File: src/rtl/psrm3_pkg.sv
// Types, constants and helper functions of the position conditioner.
package psrm3_pkg;

	localparam int SAMPLE_BITS    = 12;
	localparam int STEP_BITS      = 12;
	localparam int GAP_BITS       = (SAMPLE_BITS > STEP_BITS) ? SAMPLE_BITS : STEP_BITS;
	localparam int RING_DEPTH     = 3;
	localparam int SLOT_BITS      = 2;
	localparam int SIDES          = 2;

	localparam logic [STEP_BITS-1:0] MAX_STEP_RESET = STEP_BITS'(819);
	localparam logic [SLOT_BITS-1:0] SLOT_FIRST     = SLOT_BITS'(0);
	localparam logic [SLOT_BITS-1:0] SLOT_LAST      = SLOT_BITS'(RING_DEPTH - 1);

	typedef logic [SAMPLE_BITS-1:0] sample_t;
	typedef logic [SLOT_BITS-1:0]   slot_t;
	typedef logic [GAP_BITS-1:0]    gap_t;

	typedef struct packed {
		logic    side;
		sample_t sample;
	} in_item_t;

	typedef struct packed {
		sample_t filtered_position;
		logic    result_side;
	} out_item_t;

	// Median of three unsigned samples.
	function automatic sample_t mid3(sample_t x, sample_t y, sample_t z);
		sample_t lo;
		sample_t hi;
		lo = (x < y) ? x : y;
		hi = (x < y) ? y : x;
		if (z <= lo) begin
			return lo;
		end
		if (z >= hi) begin
			return hi;
		end
		return z;
	endfunction

	// Absolute difference of two samples, cast to the gap width to compare with the step limit.
	function automatic gap_t abs_gap(sample_t x, sample_t y);
		sample_t d;
		d = (x > y) ? (x - y) : (y - x);
		return GAP_BITS'(d);
	endfunction

endpackage

File: src/rtl/psrm3_if.sv
// Valid/ready stream interfaces for the sample input and the filtered result.
interface psrm3_in_if import psrm3_pkg::*; ();
	logic     valid;
	logic     ready;
	in_item_t payload;

	modport source (output valid, output payload, input ready);
	modport sink   (input valid, input payload, output ready);
endinterface

interface psrm3_out_if import psrm3_pkg::*; ();
	logic      valid;
	logic      ready;
	out_item_t payload;

	modport source (output valid, output payload, input ready);
	modport sink   (input valid, input payload, output ready);
endinterface

File: src/rtl/position_spike_reject_median3_core.sv
// Door position conditioner: per-side spike rejection and median-of-three filter.
// An input transfer is captured in the input register; the compute stage then feeds the
// result register whenever that register is free or drains. Throughput: one item per cycle
// while the result port does not stall; the only loop is the per-side ring and slot update,
// which closes within the single compute stage between the input and result registers.
// Reset (arst_n low, asynchronous): both rings and slot indexes clear to zero,
// max_step returns to 819 and both pipeline stages empty.
module position_spike_reject_median3_core import psrm3_pkg::*; (
	input  logic                 clk,
	input  logic                 arst_n,
	input  logic                 max_step_we,
	input  logic [STEP_BITS-1:0] max_step_wdata,
	psrm3_in_if.sink             sample_ch,
	psrm3_out_if.source          result_ch
);

	logic                 valid_s1;
	in_item_t             data_s1;
	logic                 valid_s2;
	out_item_t            res_s2;
	logic [STEP_BITS-1:0] max_step_q;
	sample_t              ring_q [SIDES][RING_DEPTH];
	slot_t                slot_q [SIDES];

	logic    advance;
	logic    take_in;
	logic    cur_side;
	slot_t   cur_slot;
	slot_t   rd_slot;
	slot_t   wr_slot;
	sample_t last_val;
	sample_t kept_val;
	sample_t upd_ring [RING_DEPTH];
	sample_t median;

	// Handshake: the compute stage moves on whenever the result register is free or drains.
	assign advance         = !valid_s2 || result_ch.ready;
	assign sample_ch.ready = !valid_s1 || advance;
	assign take_in         = sample_ch.valid && sample_ch.ready;

	// Spike rejection against the last stored sample of the item's side.
	assign cur_side = data_s1.side;
	assign cur_slot = slot_q[cur_side];
	assign rd_slot  = (cur_slot <= SLOT_LAST) ? cur_slot : SLOT_FIRST;
	assign last_val = ring_q[cur_side][rd_slot];
	assign kept_val = (abs_gap(data_s1.sample, last_val) > GAP_BITS'(max_step_q))
		? last_val : data_s1.sample;

	// Next ring slot, wrapping after the last entry.
	always_comb begin
		if (cur_slot > SLOT_LAST) begin
			wr_slot = SLOT_FIRST;
		end else if (cur_slot == SLOT_LAST) begin
			wr_slot = SLOT_FIRST;
		end else begin
			wr_slot = cur_slot + SLOT_BITS'(1);
		end
	end

	// Ring contents after the update, and their median.
	always_comb begin
		for (int i = 0; i < RING_DEPTH; i++) begin
			upd_ring[i] = (wr_slot == SLOT_BITS'(i)) ? kept_val : ring_q[cur_side][i];
		end
		median = mid3(upd_ring[0], upd_ring[1], upd_ring[2]);
	end

	// Configuration register.
	always_ff @(posedge clk or negedge arst_n) begin
		if (!arst_n) begin
			max_step_q <= MAX_STEP_RESET;
		end else if (max_step_we) begin
			max_step_q <= max_step_wdata;
		end
	end

	// Input register.
	always_ff @(posedge clk or negedge arst_n) begin
		if (!arst_n) begin
			valid_s1 <= 1'b0;
		end else if (sample_ch.ready) begin
			valid_s1 <= sample_ch.valid;
		end
	end

	always_ff @(posedge clk) begin
		if (take_in) begin
			data_s1 <= sample_ch.payload;
		end
	end

	// Ring and slot state, updated as the item leaves the compute stage.
	always_ff @(posedge clk or negedge arst_n) begin
		if (!arst_n) begin
			for (int s = 0; s < SIDES; s++) begin
				slot_q[s] <= SLOT_FIRST;
				for (int i = 0; i < RING_DEPTH; i++) begin
					ring_q[s][i] <= '0;
				end
			end
		end else if (valid_s1 && advance) begin
			slot_q[cur_side]          <= wr_slot;
			ring_q[cur_side][wr_slot] <= kept_val;
		end
	end

	// Result register.
	always_ff @(posedge clk or negedge arst_n) begin
		if (!arst_n) begin
			valid_s2 <= 1'b0;
		end else if (advance) begin
			valid_s2 <= valid_s1;
		end
	end

	always_ff @(posedge clk) begin
		if (valid_s1 && advance) begin
			res_s2.filtered_position <= median;
			res_s2.result_side       <= cur_side;
		end
	end

	assign result_ch.valid   = valid_s2;
	assign result_ch.payload = res_s2;

endmodule

File: src/flat_wrapper.sv
// flat-port wrapper written by rule: the top's interface ports become plain ports
module position_spike_reject_median3_core_flat import psrm3_pkg::*;
  (clk, arst_n, max_step_we, max_step_wdata, sample_ch_valid, sample_ch_payload, sample_ch_ready, result_ch_valid, result_ch_payload, result_ch_ready);
  psrm3_in_if sample_ch_i ();
  psrm3_out_if result_ch_i ();
  input  logic clk;
  input  logic arst_n;
  input  logic max_step_we;
  input  logic [STEP_BITS-1:0] max_step_wdata;
  input wire logic [$bits(sample_ch_i.valid)-1:0] sample_ch_valid;
  input wire logic [$bits(sample_ch_i.payload)-1:0] sample_ch_payload;
  output wire logic [$bits(sample_ch_i.ready)-1:0] sample_ch_ready;
  output wire logic [$bits(result_ch_i.valid)-1:0] result_ch_valid;
  output wire logic [$bits(result_ch_i.payload)-1:0] result_ch_payload;
  input wire logic [$bits(result_ch_i.ready)-1:0] result_ch_ready;
  assign sample_ch_i.valid = sample_ch_valid;
  assign sample_ch_i.payload = sample_ch_payload;
  assign sample_ch_ready = sample_ch_i.ready;
  assign result_ch_valid = result_ch_i.valid;
  assign result_ch_payload = result_ch_i.payload;
  assign result_ch_i.ready = result_ch_ready;
  position_spike_reject_median3_core u_core (.clk(clk), .arst_n(arst_n), .max_step_we(max_step_we), .max_step_wdata(max_step_wdata), .sample_ch(sample_ch_i), .result_ch(result_ch_i));
endmodule
File: config.mk
export PLATFORM = sky130hd
export DESIGN_NAME = position_spike_reject_median3_core_flat
export DESIGN_NICKNAME = d
export VERILOG_FILES = /design/src/rtl/psrm3_pkg.sv /design/src/rtl/psrm3_if.sv /design/src/rtl/position_spike_reject_median3_core.sv /design/src/flat_wrapper.sv
export SDC_FILE = /design/constraint.sdc
export NUM_CORES = 1
export LEC_CHECK = 0
export BUFFER_PORTS_ARGS = -buffer_cell sky130_fd_sc_hd__buf_2
export CELL_PAD_IN_SITES_DETAIL_PLACEMENT = 1
export CELL_PAD_IN_SITES_GLOBAL_PLACEMENT = 1
export CORE_AREA = 2 2 142 144
export CTS_CLUSTER_SIZE = 40
export DETAILED_ROUTE_END_ITERATION = 8
export DIE_AREA = 0 0 144 146
export PLACE_DENSITY = 0.75
export SLEW_MARGIN = 20
export SYNTH_ARGS = -nofsm -noshare
export SYNTH_HDL_FRONTEND = slang
export SYNTH_SLANG_ARGS = --single-unit
File: constraint.sdc
create_clock -name clk -period 9.6 [get_ports clk]
set_clock_uncertainty 0.1 [all_clocks]
set_input_delay 0 -clock clk [delete_from_list [all_inputs] [get_ports clk]]
set_output_delay 0 -clock clk [all_outputs]
set_load 0.01 [all_outputs]
# --- Yosys cells after proc, flatten, opt, wreduce, memory -nomap -nowiden ---
# Index checks and enable logic that the tools add are counted.
totals:
  inputBits: 30
  output_inout_bits: 15
  register_bits: 116
  word_cells: 79
op_classes:
  n_reduce_logical: 9
  n_eq_ne: 3
  n_mux: 34
  n_bitwise: 3
  order_cmp: 12
  add_sub_neg: 3
ops:
  columns: ["cell", "count"]
  rows:
  - ["$mux W12", 14]
  - ["$mux W36", 4]
  - ["$bwmux W72", 1]
  - ["$demux W36 S1", 1]
  - ["$bmux W12 S2", 1]
  - ["$demux W12 S2", 1]
  - ["$gt A12 B12 Y1", 2]
  - ["$sub A12 B12 Y12", 2]
  - ["$mux W2", 7]
  - ["$ge A12 B12 Y1", 1]
  - ["$le A12 B12 Y1", 1]
  - ["$lt A12 B12 Y1", 1]
  - ["$ge A3 B3 Y1 const B", 2]
  - ["$not A2 Y3", 2]
  - ["$bwmux W4", 1]
  - ["$eq A2 B2 Y1 const B", 2]
  - ["$logic_and A1 B1 Y1", 4]
  - ["$lt A3 B1 Y1 const B", 1]
  - ["$mux W1", 3]
  - ["$add A2 B1 Y2 const B", 1]
  - ["$demux W2 S1", 1]
  - ["$eq A2 B1 Y1 const B", 1]
  - ["$ge A2 B2 Y1 const B", 1]
  - ["$gt A2 B2 Y1 const B", 1]
  - ["6 further kinds", 8]

# --- Depth between registers and ports, before layout ---
logic_depth:
  ltp_word: 22
  mapped_depth: 50

# --- Worst setup path after synthesis ---
# No wires, ideal clock.
synth_timing:
  path_kind: "register to register"
  from: "register u_core.data_s1 (netlist bit u_core.cur_side)"
  to: "register u_core.res_s2 (netlist bit u_core.result_ch.payload[10]) (data pin)"
  required_ns: 9.354
  n_path_buf: 5
  t_arrival_ns: 9.404
  synth_period_minus_slack_ns: 9.650
  slack_ns: -0.050
  stages_incl_launch_ff: 46
  setup_time_ns: 0.146
  cell_sequence: "edfxtp_1 buf_2 or3b_1 nand2_4 mux2i_1 ha_1 ha_1 a311o_1 a21oi_1 o22ai_1 a2111o_1 and2_1 buf_6 a211oi_1 o211a_1 a211oi_2 ha_1 nand4_1 (+10 left out) nand2_1 inv_1 a221o_2 o31ai_4 buf_2 mux2i_1 ha_1 nand2b_1 a21o_1 a21o_1 a21oi_1 o21ai_0 a2111o_1 nand3_1 clkbuf_1 o22ai_1 or2_2 a21oi_1"
synth_between:
  elab_chain_cells: 22
synth_lines:
  columns: ["item", "line", "rtl"]
  rows:
  - ["start: declaration", "position_spike_reject_median3_core.sv:18", "in_item_t data_s1;"]
  - ["start signal: assignment", "position_spike_reject_median3_core.sv:88", "data_s1 <= sample_ch.payload;"]
  - ["$not A1 Y2 (not written as such) *", "position_spike_reject_median3_core.sv:43, position_spike_reject_median3_core.sv:45, position_spike_reject_median3_core.sv:63", null]
  - ["$mux W2 (not written as such) (3 in series)", "position_spike_reject_median3_core.sv:43", "assign cur_slot = slot_q[cur_side];"]
  - ["$le A2 B2 Y1", "position_spike_reject_median3_core.sv:44", "assign rd_slot = (cur_slot <= SLOT_LAST) ? cur_slot : SLOT_FIRST;"]
  - ["$mux W2", "position_spike_reject_median3_core.sv:44", null]
  - ["$not A2 Y3 (not written as such)", "position_spike_reject_median3_core.sv:45", "assign last_val = ring_q[cur_side][rd_slot];"]
  - ["$bmux W12 S2", "position_spike_reject_median3_core.sv:45", null]
  - ["$mux W12 (not written as such) (2 in series)", "position_spike_reject_median3_core.sv:45", null]
  - ["$sub A12 B12 Y12 or $gt A12 B12 Y1 (tied branches)", "psrm3_pkg.sv:47", "d = (x > y) ? (x - y) : (y - x);"]
  - ["(+3 left out)", null, null]
  - ["$mux W12", "position_spike_reject_median3_core.sv:63", "upd_ring[i] = (wr_slot == SLOT_BITS'(i)) ? kept_val : ring_q[cur_side][i];"]
  - ["$lt A12 B12 Y1", "psrm3_pkg.sv:33, psrm3_pkg.sv:34", null]
  - ["$mux W12", "psrm3_pkg.sv:34", "hi = (x < y) ? y : x;"]
  - ["$ge A12 B12 Y1", "psrm3_pkg.sv:38", "if (z >= hi) begin"]
  - ["$mux W1 (2 in series)", "psrm3_pkg.sv:38", null]
  - ["$mux W12", "psrm3_pkg.sv:41", "return z;"]
  - ["$mux W12 *", "psrm3_pkg.sv:38", null]
  - ["named net u_core.median[9]", "position_spike_reject_median3_core.sv:34", "sample_t median;"]
  - ["end: declaration", "position_spike_reject_median3_core.sv:20", "out_item_t res_s2;"]
# Mark *: on every way through the listed nets, which the timed path passes. The rest lies on a longest branch. The select of a mux whose other input is x is not followed.
# A chain may end at the register's enable or synchronous reset.

# --- Final worst setup path ---
layout_timing:
  from: "register u_core.data_s1 (netlist bit u_core.cur_side)"
  to: "register u_core.res_s2 (netlist bit u_core.result_ch.payload[5]) (data pin)"
# The elaborated chain is that of the path after synthesis.

==> results.txt <==
- Summing the areas of all fa, ha and maj instances in the mapped netlist gives 10.07% of the synthesized area.
- Total GRT Usage: between 30% and 40%
* Xor and xnor fraction of the mapped netlist area: 1.482%
* Worst rel slew slack: 26.84%
- STA classifies the critical path startpoint as a flip-flop.
* Critical R2R Launch: u_core.cur_side
- Routability-driven placement finished with a final weighted congestion of between 0.8 and 0.9.
- Total length of routed wires: 40740 µm
- Setup repair after global routing could not meet its margin everywhere.
- The worst register-to-register path has a depth of 48.
* Critical path peak fanout: 8
- R2R Path End: u_core.result_ch.payload[5]
- Fraction of synthesized cell area taken by the top area cell type: roughly 25%
* DIE AREA: roughly 21000 µm²
- For this block, the via count after detailed routing is 9382.
- Instance count along the most critical hold path: 2
- In this run the worst hold path is classified as in -> reg.
- nand2_1 is the most common cell in the netlist.
- Final clock period utilization by the worst path: 108.2%
- By startpoint and endpoint, the worst setup path is classified as reg -> reg.
- Cells with a size suffix above 1 make up 30.97% of the layout.
- Outcome: complete, but fails checks
- Post-Synth Simple-Gate Area: 14.99%
- The most used flip-flop cell after synthesis is dfrtp_1.
- Worst hold start: sample_ch_payload[10]
- Pin placement for this block handled 45 I/O pins.
- Netlist area before placement: 8273 µm²
- Clock buffers created by TritonCTS: 17
* TritonCTS clock tree: done
* Hold violation count in the final report: 0
- For flop-to-flop paths, the worst setup slack is -0.79 ns.
* Number of search-and-repair iterations in the first detailed-routing pass: 6
- The floorplan has 51 rows.
- In this run the clock root is driven by a clkbuf_16.
- The clock net in this run drives a total of 116 sinks.
- In the routed layout, each cell is associated on average with a via count of between 6 and 7.
* Critical path data arrival time: around 10 ns
* Netlist cell types: between 60 and 70
- For hold timing, the worst endpoint is u_core.data_s1[10].
- Post-synthesis instance total: 937
- Sequential elements use about 37% of the synthesized area.
* Worst setup margin: -0.7894 ns
- Together, buffers and inverters on the worst path number 9.
* Clock H-tree levels: 4
- Pre-CTS setup slack: -0.07416 ns
* Total grt overflow: 0
- The max-slew violation total from the final report was 0.
* Commonest cells in the netlist: nand2_1, o21ai_0, dfrtp_1, a21oi_1, nor2_1
* Final setup violation count: 12
- Across the run, the number of max-cap violations was 0.
- The synthesized netlist devotes 21.26% of its cell area to compound gates.
- Measured against the total synthesized area, the mux share comes to 10.59%.
- Violated checks: setup timing
- Warnings, synthesis: 0
- Post-route DRC violation count: 0
- Based on the critical path, the design can be clocked at up to 96.25 MHz.
* Total half-perimeter wirelength after legalization and detailed placement: 20240 µm
* Time the final worst path needs with I/O delays and setup: 10.39 ns
- The clock reaches the later pin of the worst-skew pair after 0.46 ns.
- Net count of the mapped netlist: a little over 1k
- The clock passes through at most 2 buffers.
* Starting DRC count in detailed routing: 1054
- Post-synthesis async set-or-reset flop share: 77.59%
- From left edge to right edge, the die measures 144 µm.
* Number of input and output port buffers inserted: 44
- The kind of cell with the highest combined delay along the critical path is compound AO/OA/AOI/OAI gates.
* Number of synthesized register bits: 116
- After synthesis, the largest family of logic cells by area is compound AO/OA/AOI/OAI gates.
- Pin count of the biggest net entering global routing: 55
- Once detail routing completed, the nets flagged for antenna violations numbered 0.
- Wirelength per Cell: 28.57 µm
- Dividing the synthesized area by the synthesized cell count gives between 8 and 9 µm².
- Slowest Stage Delay on Critical Path: ~0.48 ns
- After the last flow step, the layout net total stands at 1242.
- Leading area contributor after synthesis: dfrtp_1
- Synthesis-to-finish area growth: 39.90%
* Global-route wire length before repair: around 48000 µm
* Tightest Pin Transition: roughly 1.1 ns
- Number of flops mapped to enable cells by yosys: 26
- In the post-synthesis netlist, the biggest area contributors are dfrtp_1, ha_1, edfxtp_1, o21ai_0, nand2_1.
- STA classifies the critical path endpoint as a flip-flop.
- Effective utilization at floorplan: 42.79%
- In this run the standard cell core region covers 19330 µm².
- Required arrival time at the worst endpoint: between 9 and 10 ns
* Depth of the critical timing path with buffers and inverters included: 48
- Slowest stage cell, crit path: edfxtp_1
- After clock tree synthesis, the clock-pin slew on the worst setup and hold paths is 0.06 ns.
- From bottom edge to top edge, the die measures about 150 µm.
* Vias in the first global route: around 8.6k
- The number of antenna violations at the first check in global routing is 3.
- Crit path top cell by count: a21oi_1
- After filler insertion, the fill cell instance count of the layout stands at 2163.
through the flow:
step,std cells,hold WS (ns),instance area [µm²],utilization [%],TNS (ns)
4_1_cts,1368,0.1645,10510,54.38,0
3_5_place_dp,1279,-0.08815,9266,47.93,-0.4088
5_1_grt,1425,0.2027,11570,59.85,-10.66
2_1_floorplan,937,-0.3956,8285,-,0
6_report,1426,0.1897,11570,59.86,-8.062
3_3_place_gp,1279,-0.09005,9266,47.93,0
final cells by class:
cell class	count	area, µm²	area share, %
Inverter	49	187.7	1.622
Sequential cell	116	3040	26.27
Multi-Input combinational cell	724	5383	46.51
Tap cell	265	331.6	2.865
Timing Repair Buffer	238	1992	17.21
Antenna cell	2	5.005	0.04324
Clock inverter	6	82.58	0.7135
Clock buffer	26	551.8	4.768
registers in the layout, indices dropped and copies added (netlist names):
register,count
u_core.cur_side,1
u_core.data_s1,12
u_core.ring_q,72
u_core.result_ch.valid,1
u_core.slot_q,4
u_core.max_step_q,12
u_core.result_ch.payload,13
u_core.valid_s1,1
worst max path at each step:
| stage | startpoint | end |
|---|---|---|
| 4_1_cts | u_core.cur_side | u_core.result_ch.payload[9] |
| 3_5_place_dp | u_core.cur_side | u_core.result_ch.payload[9] |
| 5_1_grt | u_core.cur_side | u_core.result_ch.payload[5] |
| 3_3_place_gp | u_core.cur_side | u_core.result_ch.payload[9] |
| 2_1_floorplan | u_core.cur_side | u_core.result_ch.payload[10] |
| 6_report | u_core.cur_side | u_core.result_ch.payload[5] |
kinds of logic after synthesis:
group	after synthesis
XOR/XNOR	14
flip-flops	116
multiplexers	76
AND/OR/NAND/NOR	280
adder cells (fa/ha/maj)	66
buffers and inverters	97
AO/OA/AOI/OAI	288
repair_timing:
item,4_1_cts,5_1_grt
setup buffers,3,52
hold buffers,54,0
pin swaps,2,50
endpoints found under the hold margin,63,0
setup endpoints to repair,12,12
gates cloned,0,5
gates resized for setup,15,135
routing by layer:
| layer | wire [µm] | global-route usage, % | vias to the layer above | share of wire [%] |
|---|---|---|---|---|
| li1 | - | - | 3790 | - |
| met1 | 14810 | 37.82 | 4515 | 36 |
| met2 | 18800 | 49.43 | 759 | 46 |
| met3 | 3740 | 5.364 | 318 | 9.2 |
| met4 | 3391 | 14.46 | 0 | 8.3 |
| met5 | 0 | 0 | - | 0 |
placed cells by master, fill, tap and decap left out, drive strengths merged, types with 3 or more instances in the layout:
cell	Yosys	layout
a221oi	3	3
edfxtp	26	26
nand2b	14	14
mux4	6	6
a21oi	78	78
nor2	67	67
a211oi	11	11
mux2	19	19
dlygate4sd3	0	54
mux2i	51	51
nand3	10	10
o221ai	12	12
nor2b	16	16
o21ai	120	120
nand2	135	135
and2	5	5
or2	12	12
dfrtp	84	84
nor3	5	5
dfstp	6	6
a31oi	3	3
inv	49	50
nand4	8	8
clkbuf	27	29
xor2	6	6
a2111o	4	4
ha	65	65
xnor2	8	8
o22ai	14	14
o21bai	4	4
a21o	12	12
a211o	6	6
buf	21	181
Power is left out: the tool's default activity adds up to more than one toggle a clock period on the data nets, which glitch-free logic cannot reach.
